### src/rtl/sfr_pkg.sv
`timescale 1ns / 1ps
// ----------------------------------------------------------------------------
// sfr_pkg
// Shared types and constants for the serial bus frame receiver.
// ----------------------------------------------------------------------------
package sfr_pkg;

  localparam int FRAME_BYTES   = 25;
  localparam int PAYLOAD_BYTES = 22;
  localparam int NUM_CH        = 16;
  localparam int CH_W          = 11;
  localparam int CH_IDX_W      = $clog2(NUM_CH);
  localparam int POS_W         = $clog2(FRAME_BYTES);
  localparam int PAYLOAD_W     = PAYLOAD_BYTES * 8;

  localparam logic [7:0]          START_BYTE   = 8'h0F;
  localparam logic [POS_W-1:0]    LAST_POS     = POS_W'(FRAME_BYTES - 1);
  localparam logic [POS_W-1:0]    LAST_PAYLOAD = POS_W'(PAYLOAD_BYTES);
  localparam logic [CH_IDX_W-1:0] LAST_CH      = CH_IDX_W'(NUM_CH - 1);

  typedef enum logic [1:0] {
    ST_IDLE,
    ST_COLLECT,
    ST_EMIT
  } state_t;

  // controller -> datapath
  typedef struct packed {
    logic load_byte;   // shift a payload byte in at the top
    logic next_ch;     // drop the channel just delivered
  } dp_cmd_t;

endpackage

### src/rtl/sbus_frame_receiver_unit.sv
`timescale 1ns / 1ps
// Latency: the first channel is shown the cycle after the 25th frame byte is taken.
// Throughput: one byte per cycle while collecting; each frame then gives a burst
// of 16 channels, one per cycle at best, set by the 11-bit shift-out of the payload.
// The input is stalled during the burst, so no new frame byte is taken until it ends.
// Reset (synchronous, active low) returns to hunting for the start byte.
// ----------------------------------------------------------------------------
// sbus_frame_receiver_unit
// Serial bus frame receiver: syncs on the start byte, collects a 25-byte
// frame and emits its sixteen 11-bit channel values in order.
// ----------------------------------------------------------------------------
module sbus_frame_receiver_unit
  import sfr_pkg::*;
(
  input  logic                clk,
  input  logic                rst_n,
  input  logic                in_valid,
  output logic                in_stall,
  input  logic [7:0]          in_rx_byte,
  output logic                out_valid,
  input  logic                out_stall,
  output logic [CH_IDX_W-1:0] out_channel_index,
  output logic [CH_W-1:0]     out_channel_value,
  output logic                out_last_channel
);

  dp_cmd_t cmd;

  sfr_ctrl u_ctrl (
    .clk       (clk),
    .rst_n     (rst_n),
    .in_valid  (in_valid),
    .rx_byte   (in_rx_byte),
    .in_stall  (in_stall),
    .out_valid (out_valid),
    .out_stall (out_stall),
    .ch_index  (out_channel_index),
    .ch_last   (out_last_channel),
    .cmd       (cmd)
  );

  sfr_datapath u_dp (
    .clk      (clk),
    .cmd      (cmd),
    .rx_byte  (in_rx_byte),
    .ch_value (out_channel_value)
  );

endmodule

### src/rtl/sfr_datapath.sv
`timescale 1ns / 1ps
// ----------------------------------------------------------------------------
// sfr_datapath
// Payload shift register: bytes 1..22 enter at the top, channels leave
// 11 bits at a time from the bottom.
// ----------------------------------------------------------------------------
module sfr_datapath
  import sfr_pkg::*;
(
  input  logic            clk,
  input  dp_cmd_t         cmd,
  input  logic [7:0]      rx_byte,
  output logic [CH_W-1:0] ch_value
);

  logic [PAYLOAD_W-1:0] payload_r;
  logic [PAYLOAD_W-1:0] payload_nxt;

  always_comb begin
    payload_nxt = payload_r;
    if (cmd.load_byte) begin
      payload_nxt = {rx_byte, payload_r[PAYLOAD_W-1:8]};
    end else if (cmd.next_ch) begin
      payload_nxt = payload_r >> CH_W;
    end
  end

  always_ff @(posedge clk) begin
    payload_r <= payload_nxt;
  end

  // after 22 loads byte 1 sits in the low byte, so channel 0 is bits [10:0]
  assign ch_value = payload_r[CH_W-1:0];

endmodule

### src/rtl/sfr_ctrl.sv
`timescale 1ns / 1ps
// ----------------------------------------------------------------------------
// sfr_ctrl
// Frame sync, byte position and channel sequencing.
// ----------------------------------------------------------------------------
module sfr_ctrl
  import sfr_pkg::*;
(
  input  logic                clk,
  input  logic                rst_n,
  input  logic                in_valid,
  input  logic [7:0]          rx_byte,
  output logic                in_stall,
  output logic                out_valid,
  input  logic                out_stall,
  output logic [CH_IDX_W-1:0] ch_index,
  output logic                ch_last,
  output dp_cmd_t             cmd
);

  state_t              state_r, state_nxt;
  logic [POS_W-1:0]    pos_r, pos_nxt;
  logic [CH_IDX_W-1:0] ch_r, ch_nxt;
  logic                in_acc;
  logic                out_acc;

  always_ff @(posedge clk) begin
    if (!rst_n) begin
      state_r <= ST_IDLE;
      pos_r   <= '0;
      ch_r    <= '0;
    end else begin
      state_r <= state_nxt;
      pos_r   <= pos_nxt;
      ch_r    <= ch_nxt;
    end
  end

  always_comb begin
    state_nxt     = state_r;
    pos_nxt       = pos_r;
    ch_nxt        = ch_r;
    in_stall      = 1'b0;
    out_valid     = 1'b0;
    cmd.load_byte = 1'b0;
    cmd.next_ch   = 1'b0;
    in_acc        = 1'b0;
    out_acc       = 1'b0;
    case (state_r)
      ST_IDLE: begin
        in_acc = in_valid;
        if (in_acc && rx_byte == START_BYTE) begin
          pos_nxt   = POS_W'(1);
          state_nxt = ST_COLLECT;
        end
      end
      ST_COLLECT: begin
        in_acc = in_valid;
        if (in_acc) begin
          // flags and end byte are counted but not kept
          cmd.load_byte = (pos_r <= LAST_PAYLOAD);
          if (pos_r == LAST_POS) begin
            pos_nxt   = '0;
            ch_nxt    = '0;
            state_nxt = ST_EMIT;
          end else begin
            pos_nxt = pos_r + POS_W'(1);
          end
        end
      end
      ST_EMIT: begin
        in_stall  = 1'b1;
        out_valid = 1'b1;
        out_acc   = !out_stall;
        if (out_acc) begin
          cmd.next_ch = 1'b1;
          ch_nxt      = ch_r + CH_IDX_W'(1);
          if (ch_r == LAST_CH) begin
            state_nxt = ST_IDLE;
          end
        end
      end
      default: begin
        state_nxt = ST_IDLE;
      end
    endcase
  end

  assign ch_index = ch_r;
  assign ch_last  = (ch_r == LAST_CH);

endmodule

### config.mk
export PLATFORM = sky130hd
export DESIGN_NAME = sbus_frame_receiver_unit
export DESIGN_NICKNAME = d
export VERILOG_FILES = /design/src/rtl/sfr_pkg.sv /design/src/rtl/sbus_frame_receiver_unit.sv /design/src/rtl/sfr_datapath.sv /design/src/rtl/sfr_ctrl.sv
export SDC_FILE = /design/constraint.sdc
export NUM_CORES = 1
export LEC_CHECK = 0
export ABC_AREA = 0
export BUFFER_PORTS_ARGS = -buffer_cell sky130_fd_sc_hd__buf_2
export CAP_MARGIN = 10
export CORE_ASPECT_RATIO = 1.75
export CORE_MARGIN = 2
export CORE_UTILIZATION = 29
export CTS_BUF_LIST = sky130_fd_sc_hd__clkbuf_2 sky130_fd_sc_hd__clkbuf_4 sky130_fd_sc_hd__clkbuf_8
export DETAILED_ROUTE_END_ITERATION = 10
export SLEW_MARGIN = 20
export SYNTH_ARGS = -nofsm -noshare
export SYNTH_HDL_FRONTEND = slang
export SYNTH_SLANG_ARGS = --single-unit
export TNS_END_PERCENT = 30
### constraint.sdc
create_clock -name clk -period 19 [get_ports clk]
set_input_delay 0.95 -clock clk [delete_from_list [all_inputs] [get_ports clk]]
set_output_delay 0.95 -clock clk [all_outputs]
set_load 0.02 [all_outputs]
==> impl_metrics.json <==
{
  "fin_crit_sh": 0.142,
  "grt_pass1_vias": 4147,
  "critPathCaptureType": "register",
  "antenna-diode-count": 0,
  "p_seq_frac": 0.621,
  "syn-mean-instance-area_um2": 18.0,
  "crit_fanout": 50,
  "total_count_of_max_transition_violations_in_the_final_report": 0,
  "final_ws_setup_ns": 16.31,
  "outcome": "finished clean",
  "globalRouteMet1Util": 0.0756,
  "worst-endpoint-required_ns": 19.20,
  "worstHoldPathType": "reg2reg",
  "netlist_instances": 465,
  "number_of_antenna_violations_at_the_first_check_in_global_routing": 0,
  "syn2layout_area_growth_pct": 9.70,
  "hold_buffers": 0,
  "finalSetupTns_ns": 0,
  "share_clk_of_total_power": 0.374,
  "synth.top_cells.by_area": "sky130_fd_sc_hd__edfxtp_1 63%, sky130_fd_sc_hd__mux2_2 16%, sky130_fd_sc_hd__mux2_4 8.8%",
  "grt_first_pass_wirelength_mm": 20.1,
  "reg2reg_depth": 7,
  "timing.slew.headroom": 0.368,
  "routed_wire_length_per_instance_um": 14.6,
  "synth_enable_flop_cells": 176,
  "numClockSinks": 187,
  "ys_dominant_reg_cell": "sky130_fd_sc_hd__edfxtp_1",
  "cp-start-kind": "register",
  "totalWireLength_mm": 12.8,
  "yosys_warnings": 0,
  "die-height_um": 229,
  "gp_congestion": 0.791,
  "hold_violations": 0,
  "post-route-drc-count": 0,
  "vdd.ir_drop.worst_mv": 0.0397,
  "total_design_power_mw": 0.714,
  "grt-busiest-layer": "met2",
  "post-synth-top-area-fraction": 0.633,
  "hold_path_depth": 2,
  "final_design_area_no_fill_um2": 9170,
  "postRouteAntennaNets": 0,
  "fp.dieArea_um2": 30200,
  "cts_tree": "built",
  "async_reset_ff_frac": 0,
  "mappedNetlistNets": 481,
  "synth.most_common_cell": "sky130_fd_sc_hd__edfxtp_1",
  "switching_share": 0.218,
  "netSwitchingPower_mw": 0.155,
  "num-nets-final": 502,
  "detailedRoute.firstPassIterationCount": 5,
  "post_cts_repair_resize_count": 0,
  "grt_max_degree": 155,
  "cell_area_after_placement_um2": 8730,
  "detail_route.iter0.violations": 276,
  "core.rowCount": 82,
  "postCtsSetupRepairBufs": 0,
  "cpPeakStageDelay_ns": 0.78,
  "ys_ff_latch": 187,
  "vias": 3877,
  "max_cap_violations": 0,
  "grt_use_met2": 0.171,
  "port_buffers": 29,
  "share_comb_of_total_power": 0.005,
  "power.internal_mw": 0.559,
  "grt_use_total": 0.0847,
  "worst_pin_slew_ns": 0.948,
  "cts.clk_slew.worst_paths_ns": 0.10,
  "dpl.hpwl_mm": 7.98,
  "h-tree-depth": 4,
  "yosysSeqAreaShare": 0.659,
  "overflow_left_after_global_routing": 0,
  "floorplan.die.width_um": 132,
  "detailedPlace.worstSlack_ns": 15.72,
  "synth_area_leader_cell": "sky130_fd_sc_hd__edfxtp_1",
  "io_pins": 30,
  "ys_types": 34,
  "clock_tree.buffer_depth": 2,
  "fin_skew_ns": 0.0174,
  "layout-drive-gt1-share": 0.469,
  "vias_per_cell": 4.42,
  "fp.coreArea_um2": 28500,
  "power_per_cell_area_nw_per_um2": 77.9,
  "grt_setup_unrepaired": "no",
  "netlist_area_um2": 8360,
  "final-setup-viol-count": 0,
  "clk-insertion-delay-late_ns": 0.47,
  "initial_utilization": 0.293,
  "max_freq_mhz": 371,
  "finalWorstPathRequiredPeriod_ns": 2.69,
  "cpMaxStageDelayCell": "sky130_fd_sc_hd__a21o_1",
  "groute.layer.met3.usage": 0.0215,
  "clockRootBuffer": "sky130_fd_sc_hd__clkbuf_8",
  "synth.top_cells.by_count": "176 x sky130_fd_sc_hd__edfxtp_1, 116 x sky130_fd_sc_hd__mux2_2, 49 x sky130_fd_sc_hd__mux2_4, 21 x sky130_fd_sc_hd__buf_4",
  "critical_path.cell_chain": "inv_1, ha_1, o21bai_2, a21o_1, o21ai_4, buf_4, buf_12",
  "critical_path_class": "reg2reg",
  "total_leakage_power_nw": 3.04,
  "tritoncts.num_buffers": 17,
  "data_arrival_time_of_the_critical_path_ns": 2.89
}
==> cell type report <==
type | count | area, µm²
clock inverter | 14 | 169
timing repair buffer | 33 | 204
clock buffer | 18 | 241
tap | 378 | 473
fill | 2833 | 19400
inverter | 7 | 26.3
multi-input combinational | 240 | 2550
sequential | 187 | 5510
==> power groups by stage <==
stage	Combinational, mW	Clock, mW	Sequential [mW]
after CTS	0.00368	0.276	0.444
after detailed placement	0.00368	0	0.453
after floorplan	0.00160	0	0.453
final	0.00366	0.267	0.443
after global routing	0.00403	0.293	0.444
after global placement	0.00355	0	0.453
==> critical path: cells and delay by family, from the launching register on <==
kind	cells	cell delay, ns
AOI/OAI and AO/OA	3	1.10
adders and majority gates	1	0.21
buffers and inverters	3	0.68
DFF	1	0.40
==> registers in the layout (all words and copies together) (netlist names) <==
register         flops
u_dp.payload_r     176
u_ctrl.pos_r         5
u_ctrl.ch_index      4
u_ctrl.state_r       2
==> stage by stage <==
stage,cells,hold WS [ns],util
3_3_place_gp,844,0.486,0.306
5_1_grt,877,0.549,0.321
4_1_cts,876,0.541,0.321
6_report,877,0.535,0.321
2_1_floorplan,465,0.465,-
3_5_place_dp,844,0.520,0.306
==> layout by cell type, fill, tap and decap left out, types with 2 or more instances in the layout <==
| cell type | instances |
|---|---|
| sky130_fd_sc_hd__a21oi_1 | 8 |
| sky130_fd_sc_hd__a31oi_1 | 3 |
| sky130_fd_sc_hd__and2_1 | 11 |
| sky130_fd_sc_hd__and4b_1 | 3 |
| sky130_fd_sc_hd__buf_12 | 2 |
| sky130_fd_sc_hd__buf_2 | 29 |
| sky130_fd_sc_hd__clkbuf_8 | 17 |
| sky130_fd_sc_hd__clkinv_8 | 2 |
| sky130_fd_sc_hd__dfxtp_1 | 11 |
| sky130_fd_sc_hd__edfxtp_1 | 176 |
| sky130_fd_sc_hd__ha_1 | 4 |
| sky130_fd_sc_hd__inv_1 | 7 |
| sky130_fd_sc_hd__inv_6 | 6 |
| sky130_fd_sc_hd__inv_8 | 4 |
| sky130_fd_sc_hd__mux2_2 | 116 |
| sky130_fd_sc_hd__mux2_4 | 49 |
| sky130_fd_sc_hd__nand2_1 | 7 |
| sky130_fd_sc_hd__nand2b_1 | 2 |
| sky130_fd_sc_hd__nand3_1 | 5 |
| sky130_fd_sc_hd__nor2_1 | 7 |
| sky130_fd_sc_hd__nor3_1 | 4 |
| sky130_fd_sc_hd__nor4bb_1 | 2 |
| sky130_fd_sc_hd__o21ai_0 | 5 |
| sky130_fd_sc_hd__or3_1 | 2 |
==> routing by layer <==
layer  routed length (µm)  vias up
li1                     -     1826
met1                 4500     1963
met2                 7610       70
met3                  340       18
met4                  323        0
met5                    0        -
==> cells by family after synthesis <==
group,share of synthesized area
AOI/OAI and AO/OA,0.0177
adders and majority gates,0.00599
buffers and inverters,0.0389
DFF,0.659
muxes,0.244
and+or+nand+nor,0.0341
==> worst paths after layout <==
check                     start                   to  slack [ns]
min          u_ctrl.ch_index[2]   u_ctrl.ch_index[2]        0.53
max reg2reg     u_ctrl.pos_r[0]  u_dp.payload_r[104]       16.31
max             u_ctrl.pos_r[0]  u_dp.payload_r[104]       16.31
min reg2reg  u_ctrl.ch_index[2]   u_ctrl.ch_index[2]        0.53
(Power assumes the default switching activity.)
